--- src/sv/pump_run_time_monitor_defines.svh ---
// Assertion macros shared by the pump run-time monitor RTL.
// Included by name from modules that carry assertions; no other dependencies.
`ifndef PUMP_RUN_TIME_MONITOR_DEFINES_SVH
`define PUMP_RUN_TIME_MONITOR_DEFINES_SVH
`ifndef SYNTH
// same-cycle implication
`define PRTM_ASSERT_IMPL(label, clk, rst, ante, cons) \
   label: assert property (@(posedge clk) disable iff (rst) (ante) |-> (cons)) \
      else $error("prtm assertion failed");
// next-cycle implication
`define PRTM_ASSERT_NEXT(label, clk, rst, ante, cons) \
   label: assert property (@(posedge clk) disable iff (rst) (ante) |=> (cons)) \
      else $error("prtm assertion failed");
`else
`define PRTM_ASSERT_IMPL(label, clk, rst, ante, cons)
`define PRTM_ASSERT_NEXT(label, clk, rst, ante, cons)
`endif
`endif

--- src/sv/prtm_pkg.sv ---
// Types and constants for the pump run-time monitor.
// No dependencies; used by every module of the block.
`default_nettype none
package prtm_pkg;

   localparam int CSR_INDEX_W = 3;
   localparam int CSR_DATA_W  = 32;
   localparam int HOLDOFF_W   = 10;
   localparam int REPORT_W    = 16;

   localparam logic [CSR_INDEX_W-1:0] CSR_MIN_ON_MS          = 3'd0;
   localparam logic [CSR_INDEX_W-1:0] CSR_MAX_IDLE_MS        = 3'd1;
   localparam logic [CSR_INDEX_W-1:0] CSR_ALARM_LIMIT        = 3'd2;
   localparam logic [CSR_INDEX_W-1:0] CSR_REPORT_INTERVAL_MS = 3'd3;
   localparam logic [CSR_INDEX_W-1:0] CSR_HOLDOFF_MS         = 3'd4;

   localparam logic [15:0]          RST_MIN_ON_MS          = 16'd10000;
   localparam logic [31:0]          RST_MAX_IDLE_MS        = 32'd86400000;
   localparam logic [7:0]           RST_ALARM_LIMIT        = 8'd2;
   localparam logic [REPORT_W-1:0]  RST_REPORT_INTERVAL_MS = 16'd2000;
   localparam logic [HOLDOFF_W-1:0] RST_HOLDOFF_MS         = 10'd300;

   typedef enum logic [1:0] {
      STATUS_OK          = 2'd0,
      STATUS_LOW_AIR     = 2'd1,
      STATUS_NO_ACTIVITY = 2'd2
   } status_type;

   typedef enum logic [1:0] {
      TOG_NONE = 2'd0,
      TOG_ON   = 2'd1,
      TOG_OFF  = 2'd2
   } toggle_type;

   typedef struct packed {
      logic [15:0]          min_on_ms;
      logic [31:0]          max_idle_ms;
      logic [7:0]           alarm_limit;
      logic [REPORT_W-1:0]  report_interval_ms;
      logic [HOLDOFF_W-1:0] holdoff_ms;
   } cfg_type;

   typedef struct packed {
      status_type status;
      logic       pump_led;
      toggle_type toggle_event;
      logic       report_now;
   } rsp_type;

endpackage
`default_nettype wire

--- src/sv/prtm_csr.sv ---
// Configuration registers of the pump run-time monitor.
// Depends on prtm_pkg for the register indexes, reset values and cfg_type.
`default_nettype none
module prtm_csr (
   input  wire logic                             clock,
   input  wire logic                             reset,
   input  wire logic                             csr_wr_en,
   input  wire logic [prtm_pkg::CSR_INDEX_W-1:0] csr_index,
   input  wire logic [prtm_pkg::CSR_DATA_W-1:0]  csr_wdata,
   output prtm_pkg::cfg_type                     cfg
);

   prtm_pkg::cfg_type cfg_ff, cfg_in;

   always_comb begin
      cfg_in = cfg_ff;
      if (csr_wr_en) begin
         case (csr_index)
            prtm_pkg::CSR_MIN_ON_MS:          cfg_in.min_on_ms = csr_wdata[15:0];
            prtm_pkg::CSR_MAX_IDLE_MS:        cfg_in.max_idle_ms = csr_wdata[31:0];
            prtm_pkg::CSR_ALARM_LIMIT:        cfg_in.alarm_limit = csr_wdata[7:0];
            prtm_pkg::CSR_REPORT_INTERVAL_MS: begin
               cfg_in.report_interval_ms = csr_wdata[prtm_pkg::REPORT_W-1:0];
            end
            prtm_pkg::CSR_HOLDOFF_MS:         begin
               cfg_in.holdoff_ms = csr_wdata[prtm_pkg::HOLDOFF_W-1:0];
            end
            default:                          cfg_in = cfg_ff;
         endcase
      end
   end

   always_ff @(posedge clock) begin
      if (reset) begin
         cfg_ff.min_on_ms          <= prtm_pkg::RST_MIN_ON_MS;
         cfg_ff.max_idle_ms        <= prtm_pkg::RST_MAX_IDLE_MS;
         cfg_ff.alarm_limit        <= prtm_pkg::RST_ALARM_LIMIT;
         cfg_ff.report_interval_ms <= prtm_pkg::RST_REPORT_INTERVAL_MS;
         cfg_ff.holdoff_ms         <= prtm_pkg::RST_HOLDOFF_MS;
      end else begin
         cfg_ff <= cfg_in;
      end
   end

   assign cfg = cfg_ff;

endmodule
`default_nettype wire

--- src/sv/prtm_core.sv ---
// Run-time monitor state and per-tick update logic.
// Depends on prtm_pkg and the assertion macros in pump_run_time_monitor_defines.svh.
`default_nettype none
`include "pump_run_time_monitor_defines.svh"
module prtm_core #(
   parameter int TIMER_BITS = 32,
   parameter int COUNT_BITS = 8
) (
   input  wire logic              clock,
   input  wire logic              reset,
   input  wire logic              accept,
   input  wire logic              pump_switch,
   input  wire prtm_pkg::cfg_type cfg,
   output prtm_pkg::rsp_type      result
);

   localparam int IDLE_W = (TIMER_BITS > 32) ? TIMER_BITS : 32;
   localparam int LIM_W  = (COUNT_BITS > 8) ? COUNT_BITS : 8;

   logic                            level_ff, level_in;
   logic [TIMER_BITS-1:0]           since_ff, since_in, since_inc;
   logic [prtm_pkg::REPORT_W-1:0]   rep_ff, rep_in, rep_inc;
   logic [prtm_pkg::HOLDOFF_W-1:0]  holdoff_ff, holdoff_in;
   logic [COUNT_BITS-1:0]           short_ff, short_in, short_sat;
   logic [COUNT_BITS-1:0]           good_ff, good_in, good_sat;
   prtm_pkg::status_type            status_ff, status_in;
   logic                            armed_ff, armed_in;
   prtm_pkg::toggle_type            toggle;
   logic                            report;

   always_comb begin
      since_inc  = (&since_ff) ? since_ff : since_ff + 1'b1;
      rep_inc    = (&rep_ff) ? rep_ff : rep_ff + 1'b1;
      short_sat  = (&short_ff) ? short_ff : short_ff + 1'b1;
      good_sat   = (&good_ff) ? good_ff : good_ff + 1'b1;
      level_in   = level_ff;
      since_in   = since_inc;
      rep_in     = rep_inc;
      holdoff_in = holdoff_ff;
      short_in   = short_ff;
      good_in    = good_ff;
      status_in  = status_ff;
      armed_in   = armed_ff;
      toggle     = prtm_pkg::TOG_NONE;
      report     = 1'b0;

      if (holdoff_ff != '0) begin
         holdoff_in = holdoff_ff - 1'b1;
      end else if (pump_switch != level_ff) begin
         level_in   = pump_switch;
         holdoff_in = cfg.holdoff_ms;
         if (pump_switch) begin
            toggle   = prtm_pkg::TOG_ON;
            since_in = '0;
         end else begin
            toggle = prtm_pkg::TOG_OFF;
            // off edge: judge the run just ended
            if (since_inc < TIMER_BITS'(cfg.min_on_ms)) begin
               short_in = short_sat;
               if (LIM_W'(short_sat) > LIM_W'(cfg.alarm_limit)) begin
                  status_in = prtm_pkg::STATUS_LOW_AIR;
                  good_in   = '0;
               end
            end else begin
               good_in = good_sat;
               if (good_sat > short_ff) begin
                  status_in = prtm_pkg::STATUS_OK;
                  short_in  = '0;
               end
            end
         end
      end

      // flag no-activity once per excursion above the idle limit
      if (IDLE_W'(since_in) > IDLE_W'(cfg.max_idle_ms)) begin
         if (armed_ff) begin
            armed_in  = 1'b0;
            status_in = prtm_pkg::STATUS_NO_ACTIVITY;
         end
      end else begin
         armed_in = 1'b1;
      end

      if (rep_inc >= cfg.report_interval_ms) begin
         report = 1'b1;
         rep_in = '0;
      end
   end

   always_ff @(posedge clock) begin
      if (reset) begin
         level_ff   <= 1'b0;
         since_ff   <= '0;
         rep_ff     <= '0;
         holdoff_ff <= '0;
         short_ff   <= '0;
         good_ff    <= '0;
         status_ff  <= prtm_pkg::STATUS_NO_ACTIVITY;
         armed_ff   <= 1'b1;
      end else if (accept) begin
         level_ff   <= level_in;
         since_ff   <= since_in;
         rep_ff     <= rep_in;
         holdoff_ff <= holdoff_in;
         short_ff   <= short_in;
         good_ff    <= good_in;
         status_ff  <= status_in;
         armed_ff   <= armed_in;
      end
   end

   assign result.status       = status_in;
   assign result.pump_led     = level_in;
   assign result.toggle_event = toggle;
   assign result.report_now   = report;

   `PRTM_ASSERT_IMPL(a_holdoff_quiet, clock, reset, accept && holdoff_ff != '0, toggle == prtm_pkg::TOG_NONE)
   `PRTM_ASSERT_NEXT(a_on_clears_timer, clock, reset, accept && toggle == prtm_pkg::TOG_ON, since_ff == '0)
   `PRTM_ASSERT_NEXT(a_edge_loads_holdoff, clock, reset, accept && toggle != prtm_pkg::TOG_NONE, holdoff_ff == $past(cfg.holdoff_ms))
   `PRTM_ASSERT_NEXT(a_report_clears, clock, reset, accept && report, rep_ff == '0)

endmodule
`default_nettype wire

--- src/sv/prtm_out.sv ---
// Result register of the pump run-time monitor: holds one beat for the receiver.
// Depends on prtm_pkg for rsp_type.
`default_nettype none
module prtm_out (
   input  wire logic              clock,
   input  wire logic              reset,
   input  wire logic              load_valid,
   output logic                   load_ready,
   input  wire prtm_pkg::rsp_type load_data,
   output logic                   rsp_valid,
   input  wire logic              rsp_ready,
   output prtm_pkg::rsp_type      rsp_data
);

   logic              valid_ff, valid_in;
   prtm_pkg::rsp_type data_ff;

   // refill in the same cycle the held beat leaves
   assign load_ready = !valid_ff || rsp_ready;

   always_comb begin
      valid_in = valid_ff;
      if (load_ready) begin
         valid_in = load_valid;
      end
   end

   always_ff @(posedge clock) begin
      if (reset) begin
         valid_ff <= 1'b0;
      end else begin
         valid_ff <= valid_in;
      end
   end

   always_ff @(posedge clock) begin
      if (load_valid && load_ready) begin
         data_ff <= load_data;
      end
   end

   assign rsp_valid = valid_ff;
   assign rsp_data  = data_ff;

endmodule
`default_nettype wire

--- src/sv/pump_run_time_monitor.sv ---
// Pump run-time monitor: usage notes
// One req_ beat is one millisecond sample of the pump switch (req_pump_switch,
// 1 = running). Every accepted beat gives exactly one rsp_ beat: status
// (0 ok, 1 low air, 2 no activity), pump_led (accepted level), toggle_event
// (0 none, 1 on, 2 off) and report_now (periodic one-beat report request).
// The result of a beat is registered at the edge that accepts it and held in a
// single output register. Throughput is one beat per cycle while the receiver
// takes results; it is set by the state update, which is one pass of logic
// from the state registers to the result register.
// req_ready is high while the output register is empty or being emptied, so
// a stalled receiver stops intake after one beat and nothing is lost.
// The csr_ port writes one register per cycle with csr_wr_en high: index 0
// min_on_ms, 1 max_idle_ms, 2 alarm_limit, 3 report_interval_ms, 4 holdoff_ms;
// other indexes are ignored. Write only while the block is idle.
// Synchronous reset restores the register defaults, clears the timers and
// counts, sets status to no activity and empties the output register.
// Depends on prtm_pkg, prtm_csr, prtm_core and prtm_out.
`default_nettype none
module pump_run_time_monitor #(
   parameter int TIMER_BITS = 32,
   parameter int COUNT_BITS = 8
) (
   input  wire logic                             clock,
   input  wire logic                             reset,
   input  wire logic                             req_valid,
   output logic                                  req_ready,
   input  wire logic                             req_pump_switch,
   output logic                                  rsp_valid,
   input  wire logic                             rsp_ready,
   output logic [1:0]                            rsp_status,
   output logic                                  rsp_pump_led,
   output logic [1:0]                            rsp_toggle_event,
   output logic                                  rsp_report_now,
   input  wire logic                             csr_wr_en,
   input  wire logic [prtm_pkg::CSR_INDEX_W-1:0] csr_index,
   input  wire logic [prtm_pkg::CSR_DATA_W-1:0]  csr_wdata
);

   prtm_pkg::cfg_type cfg;
   prtm_pkg::rsp_type core_result;
   prtm_pkg::rsp_type out_data;
   logic              accept;

   assign accept = req_valid && req_ready;

   prtm_csr u_csr (
      .clock     (clock),
      .reset     (reset),
      .csr_wr_en (csr_wr_en),
      .csr_index (csr_index),
      .csr_wdata (csr_wdata),
      .cfg       (cfg)
   );

   prtm_core #(
      .TIMER_BITS (TIMER_BITS),
      .COUNT_BITS (COUNT_BITS)
   ) u_core (
      .clock       (clock),
      .reset       (reset),
      .accept      (accept),
      .pump_switch (req_pump_switch),
      .cfg         (cfg),
      .result      (core_result)
   );

   prtm_out u_out (
      .clock      (clock),
      .reset      (reset),
      .load_valid (req_valid),
      .load_ready (req_ready),
      .load_data  (core_result),
      .rsp_valid  (rsp_valid),
      .rsp_ready  (rsp_ready),
      .rsp_data   (out_data)
   );

   assign rsp_status       = out_data.status;
   assign rsp_pump_led     = out_data.pump_led;
   assign rsp_toggle_event = out_data.toggle_event;
   assign rsp_report_now   = out_data.report_now;

endmodule
`default_nettype wire

--- config.mk ---
export PLATFORM = sky130hd
export DESIGN_NAME = pump_run_time_monitor
export DESIGN_NICKNAME = d
export VERILOG_FILES = /design/src/sv/prtm_pkg.sv /design/src/sv/prtm_csr.sv /design/src/sv/prtm_core.sv /design/src/sv/prtm_out.sv /design/src/sv/pump_run_time_monitor.sv
export VERILOG_INCLUDE_DIRS = /design/src /design/src/sv
export SDC_FILE = /design/constraint.sdc
export NUM_CORES = 1
export LEC_CHECK = 0
export BUFFER_PORTS_ARGS = -buffer_cell sky130_fd_sc_hd__buf_4
export CAP_MARGIN = 20
export CORE_MARGIN = 2
export CORE_UTILIZATION = 37
export CTS_CLUSTER_DIAMETER = 100
export DETAILED_ROUTE_END_ITERATION = 10
export PLACE_DENSITY_LB_ADDON = 0.12
export SYNTH_ARGS = -nofsm -noshare
export SYNTH_HDL_FRONTEND = slang
export SYNTH_SLANG_ARGS = --single-unit
--- constraint.sdc ---
create_clock -name clock -period 8.03 [get_ports clock]
set_input_delay 0.4015 -clock clock [delete_from_list [all_inputs] [get_ports clock]]
set_output_delay 0.4015 -clock clock [all_outputs]
set_load 0.1 [all_outputs]
==> impl_metrics.py, run 1 <==
metrics = {
    "status": {
        "status": "finished, final reports clean",
    },
    "place": {
        "gp_congestion": 0.818,
        "io_buffers": 48,
        "place_area_um2": 10500,
        "dp_hpwl_mm": 18.8,
    },
    "power_and_ir_drop": {
        "p_sw_mw": 0.745,
        "p_int_mw": 1.56,
        "design_power_total_mw": 2.30,
        "p_per_area_nw_per_um2": 207,
        "clkPwrFrac_pct": 38.6,
        "power_frac_seq_pct": 39.5,
        "leakagePower_nw": 4.56,
        "comb_power_share_pct": 21.9,
        "switching_share_pct": 32.3,
        "ir_worst_vdd_mv": 0.145,
    },
    "cells_and_area": {
        "n_antenna_cell": 0,
        "multi_input_comb_area_um2": 5920,
        "syn_to_final_growth_pct": 12.0,
        "fillers": 2699,
        "fin_util_pct": 42.4,
        "nNetsFinal": 1434,
        "seqCellArea_um2": 3400,
        "final_cell_area_um2": 11100,
        "drive_above_1_share_pct": 8.17,
    },
    "yosys": {
        "postSynthAreaPerCell_um2": 7.62,
        "synth-async-reset-ratio_pct": 0,
        "synthDistinctLibCells": 64,
        "yosys-top-cells-area": "dfxtp_1, ha_1, nand2_1",
        "synth-seq-area-share_pct": 34.3,
        "synth_most_common_cell": "nand2_1",
        "netlist_area_um2": 9920,
        "synthesis.nets": 1427,
        "ys.flop_type": "dfxtp_1",
        "synth-edff-count": 6,
        "ys_ff_latch": 167,
        "ys_warn_count": 0,
        "synth.top_cell.area_share_pct": 32.5,
        "synthCells": 1302,
        "synth_top_area_cell": "dfxtp_1",
        "synth_common_cells": "nand2_1, dfxtp_1, a21oi_1, nor2_1, inv_1",
    },
    "die": {
        "io-pin-count": 49,
        "die_w_um": 168,
        "dieHeight_um": 168,
        "dieArea_um2": 28100,
        "initial_utilization_pct": 37.9,
        "rows": 59,
        "core_area_um2": 26200,
    },
    "setup_path": {
        "critPathMaxFanout": 42,
        "startpoint_type": "register",
        "worstPathArrival_ps": 5760,
        "cp.required_ps": 8310,
        "end_kind": "register",
        "crit_type": "reg2reg",
    },
    "timing": {
        "setup_viol": 0,
        "hold_ws_ps": 185,
        "fmax_ghz": 0.183,
        "period_share_pct": 68.2,
        "fin_skew_ps": 14.2,
        "period_needed_ps": 5480,
        "worst_pin_slew_ps": 1110,
        "rsz0062_at_grt": "no",
        "setup_tns_ps": 0,
        "relSlewSlack_pct": 24.1,
        "hold_viol_final": 0,
        "slew_viol_final": 0,
    },
    "global_route": {
        "grt_max_degree": 69,
        "grt_antenna_before_repair": 0,
        "grt_use_total_pct": 19.1,
        "grt_pass1_vias": 8213,
        "grt_pass1_wl_mm": 43.1,
        "gr-total-overflow": 0,
    },
    "route": {
        "drtAntennaViolNets": 0,
        "routedWlPerCell_um": 15.9,
        "viasPerCell": 5.28,
        "drc": 0,
        "wl_mm": 26.4,
        "firstDrtPassIters": 5,
        "vias": 8754,
        "drt_iter0_drc": 573,
    },
    "clocking": {
        "cts_hold_buf": 0,
        "cts_buffers": 17,
        "clk_pin_slew_ps": 70,
        "cts_tree": "done",
        "cts.sinks": 167,
        "cts-resized-gates": 0,
        "clk_latency_ps": 440,
        "htree_levels": 4,
        "clock_tree.root_cell": "clkbuf_16",
        "cts_setup_buffers": 0,
        "cts.path.max_buffers": 2,
    },
    "flow_run": {
        "cap_viol_max_count": 0,
    },
    "worst_hold_path": {
        "holdCritPathClass": "in2reg",
    },
}
per-layer routing:
layer / track usage [%] / wire [um]
met5: 0 / 0
met4: 5.14 / 378
met3: 2.74 / 899
met2: 30.1 / 11600
met1: 27.4 / 13500
logic make-up after synthesis:
logic type | Yosys count | synth area share, %
flip-flops | 167 | 34.3
AND/OR/NAND/NOR | 552 | 25.5
adder cells (fa/ha/maj) | 84 | 10.6
multiplexers | 9 | 0.958
XOR/XNOR | 56 | 4.94
buffers and inverters | 160 | 6.18
AO/OA/AOI/OAI | 274 | 17.5
critical path: stages, from the launching register on:
cell and delay [ps]:
dfxtp_1 350, or3_1 390, or4_1 490, or3_1 540
nor2_2 160, buf_4 400, nor2_1 140, ha_1 310
a21o_1 160, a21o_1 170, a221o_1 290, a2111oi_0 980
o31ai_1 160, o21ai_0 300, nor2_1 120, a311oi_1 270
a41oi_1 60
layout make-up:
type | instances | area share, %
sequential | 167 | 30.6
tap | 335 | 3.77
inverter | 95 | 3.21
clock inverter | 14 | 1.63
timing repair buffer | 53 | 3.58
multi-input combinational | 975 | 53.2
clock buffer | 18 | 3.95
registers in the layout, indices dropped and copies added (netlist names):
name               flops
u_core.status_ff       2
u_core.since_ff       32
u_core.short_ff        8
u_core.level_ff        1
u_core.armed_ff        1
u_out.rsp_valid        1
u_out.rsp_data         6
u_csr.cfg             82
u_core.rep_ff         16
u_core.holdoff_ff     10
u_core.good_ff         8
layout by cell type, fill, tap and decap left out, types with 31 or more instances in the layout:
cell / synthesis / layout
nor2_1: 101 / 99
o21ai_0: 31 / 31
inv_1: 93 / 93
nand2_1: 260 / 259
nand3_1: 42 / 42
xnor2_1: 37 / 37
dfxtp_1: 161 / 161
ha_1: 84 / 84
a21oi_1: 124 / 124
buf_4: 1 / 53
power by group through the flow:
stage / sequential [mW] / combinational, mW / clock [mW]
global placement: 0.928 / 0.501 / 0
CTS: 0.909 / 0.508 / 0.910
floorplan: 0.954 / 0.339 / 0
global route: 0.916 / 0.571 / 0.945
finish: 0.910 / 0.504 / 0.890
detailed placement: 0.928 / 0.506 / 0
final timing paths:
kind	cells after the start	to	from	slack, ps
hold / removal	3	u_csr.cfg[52]	csr_wdata[18]	180
hold reg to reg	2	u_core.rep_ff[8]	u_core.rep_ff[8]	450
setup reg to reg	16	u_core.status_ff[1]	u_core.holdoff_ff[3]	2550
setup / recovery	16	u_core.status_ff[1]	u_core.holdoff_ff[3]	2550
per-stage QoR:
step           instances  setup WS [ps]
2_1_floorplan       1302           3790
3_3_place_gp        1625           2700
3_5_place_dp        1625           2640
4_1_cts             1657           2620
5_1_grt             1657           2200
6_report            1657           2550
Note: power is estimated with default switching activity, not from simulation.
==> run 2, diff against run 1 <==
Settings changed: ABC_AREA from default to 1.
Clock period 8.03 ns to 5 ns, I/O delays scaled along.
==> run 2 against run 1 <==
Effect of this change:
- clock power rose by 47%
- register-to-register slack got worse by 1900 ps
- hold slack got worse by 150 ps
- first-iteration DRC count rose by 2.1%
- critical path depth rose by 8
- critical endpoint is now u_out.rsp_data[4]
- highest routed layer unchanged
==> impl_metrics.py, run 2 <==
metrics = {
    "power_and_ir_drop": {
        "p_per_area_nw_per_um2": 318,
        "switching_share_pct": 32.5,
        "p_int_mw": 2.39,
        "ir_worst_vdd_mv": 0.194,
        "leakagePower_nw": 4.93,
        "p_sw_mw": 1.15,
        "comb_power_share_pct": 20.8,
        "power_frac_seq_pct": 42.2,
        "clkPwrFrac_pct": 37.0,
    },
    "setup_path": {
        "crit_type": "reg2reg",
        "end_kind": "register",
        "cp.required_ps": 5310,
        "critPathMaxFanout": 28,
        "worstPathArrival_ps": 4640,
        "startpoint_type": "register",
    },
    "status": {
        "status": "finished, final reports clean",
    },
    "place": {
        "gp_congestion": 0.882,
        "dp_hpwl_mm": 20.2,
        "place_area_um2": 10600,
        "place_inst": 1777,
        "io_buffers": 48,
        "preCtsSetupSlack_ps": 477,
    },
    "cells_and_area": {
        "final_cell_area_um2": 11100,
        "stdcell_count": 1809,
        "fillers": 2785,
        "syn_to_final_growth_pct": 12.5,
        "final_cell_mix": "nand2_1, inv_1, a21oi_1",
        "n_antenna_cell": 0,
        "nNetsFinal": 1586,
        "final_common_cell": "nand2_1",
        "largest_reg_flops": 82,
        "drive_above_1_share_pct": 8.34,
    },
    "clocking": {
        "cts.path.max_buffers": 2,
        "cts.sinks": 167,
        "htree_levels": 4,
        "clock_tree.root_cell": "clkbuf_16",
        "cts_hold_buf": 0,
        "cts_setup_buffers": 0,
        "clk_pin_slew_ps": 70,
        "clk_latency_ps": 430,
        "cts_tree": "done",
        "cts-resized-gates": 0,
        "cts_buffers": 17,
    },
    "die": {
        "die_w_um": 168,
        "core_area_um2": 26100,
        "dieArea_um2": 28100,
        "rows": 59,
        "dieHeight_um": 168,
        "initial_utilization_pct": 37.9,
        "io-pin-count": 49,
    },
    "timing": {
        "worst_pin_slew_ps": 797,
        "rsz0062_at_grt": "no",
        "setup_viol": 0,
        "period_needed_ps": 4330,
        "hold_ws_ps": 38.9,
        "fmax_ghz": 0.231,
        "fin_skew_ps": 12.4,
        "layout_setup_ws_ps": 668,
        "hold_viol_final": 0,
        "period_share_pct": 86.6,
        "slew_viol_final": 0,
        "setup_tns_ps": 0,
        "relSlewSlack_pct": 46.8,
    },
    "global_route": {
        "grt_antenna_before_repair": 0,
        "grt_max_degree": 70,
        "grt_use_total_pct": 19.6,
        "grt_pass1_vias": 8334,
        "grt_pass1_wl_mm": 44.3,
        "gr-total-overflow": 0,
    },
    "route": {
        "drc": 0,
        "viasPerCell": 4.98,
        "drtAntennaViolNets": 0,
        "routedWlPerCell_um": 14.9,
        "wl_mm": 26.9,
        "vias": 9016,
        "drt_iter0_drc": 585,
        "firstDrtPassIters": 5,
    },
    "yosys": {
        "synthesis.nets": 1558,
        "synth.top_cell.area_share_pct": 32.5,
        "ys_warn_count": 0,
        "ys.flop_type": "dfxtp_1",
        "synth-edff-count": 6,
        "synth_common_cells": "nand2_1, inv_1, a21oi_1, dfxtp_1, nor2_1",
        "yosys-top-cells-area": "dfxtp_1, nand2_1, ha_1",
        "synth_most_common_cell": "nand2_1",
        "netlist_area_um2": 9900,
        "synth-seq-area-share_pct": 34.4,
        "synthCells": 1433,
        "synth-async-reset-ratio_pct": 0,
        "ys_ff_latch": 167,
        "synthDistinctLibCells": 41,
        "postSynthAreaPerCell_um2": 6.91,
        "synth_top_area_cell": "dfxtp_1",
    },
    "worst_hold_path": {
        "holdCritPathClass": "in2reg",
    },
    "flow_run": {
        "cap_viol_max_count": 0,
    },
}
run 2: cell count changes in the layout (fill, tap and decap cells not counted), moves of 20 or more:
cell / before / now
nor2_1: 99 / 144
a21o_1: 20 / 0
inv_1: 93 / 188
o21ai_0: 31 / 121
xnor2_1: 37 / 13
nand2_1: 259 / 304
nor2b_1: 21 / 0
a21oi_1: 124 / 162
run 2: logic make-up after synthesis:
group | synth area share (%)
xor gates and xnor gates | 3.36
and+or+nand+nor | 24.0
DFF | 34.4
buffers and inverters | 9.45
AOI/OAI and AO/OA | 18.2
adders and majority gates | 10.6
run 2: per-stage QoR:
step / power, mW / util (%)
after floorplan: 2.06 / -
after global placement: 2.25 / 40.4
after detailed placement: 2.26 / 40.4
after CTS: 3.58 / 42.6
after global routing: 3.76 / 42.6
final: 3.54 / 42.6
run 2: final timing paths:
path	cells past startpoint	from	to	slack (ps)
setup reg to reg	24	u_core.holdoff_ff[0]	u_out.rsp_data[4]	670
setup / recovery	24	u_core.holdoff_ff[0]	u_out.rsp_data[4]	670
hold reg to reg	2	u_csr.cfg[53]	u_csr.cfg[53]	460
hold / removal	3	csr_wdata[26]	u_csr.cfg[60]	40
run 2: routing by layer:
metal	up-vias	part of all wire [%]	GRT usage, %
met5	-	0	0
met3	22	3.9	3.31
li1	4770	-	-
met1	4064	51	27.9
met4	0	1.2	4.16
met2	160	44	31.4
run 2: cell type report:
class | count | area (um^2) | area share, %
Timing Repair Buffer | 57 | 428 | 3.84
Sequential cell | 167 | 3400 | 30.6
Inverter | 198 | 743 | 6.67
Multi-Input combinational cell | 1020 | 5570 | 50.0
Clock buffer | 20 | 457 | 4.10
Clock inverter | 12 | 115 | 1.03
Tap cell | 335 | 419 | 3.76
run 2: power groups by stage:
stage | Sequential (mW) | Combinational (mW) | Clock, mW
global route | 1.50 | 0.850 | 1.40
detailed placement | 1.52 | 0.737 | 0
finish | 1.49 | 0.737 | 1.31
CTS | 1.49 | 0.741 | 1.35
floorplan | 1.56 | 0.499 | 0
global placement | 1.52 | 0.730 | 0
run 2: critical path, cell delays in order, from the launching register on:
cell and delay, ps:
dfxtp_1 310, inv_1 80, ha_1 180, nand2_1 90
nor4_2 240, inv_2 70, nor3_2 120, inv_2 70
nor2_2 120, nand2_2 140, nor3_2 370, inv_2 330
nand2_1 180, inv_1 60, ha_1 270, nand2_1 60
nor2_1 150, nand4_1 160, nor4_2 480, nand4_1 310
nand3_1 200, nand2_1 70, inv_1 50, nand2_1 60
inv_1 50
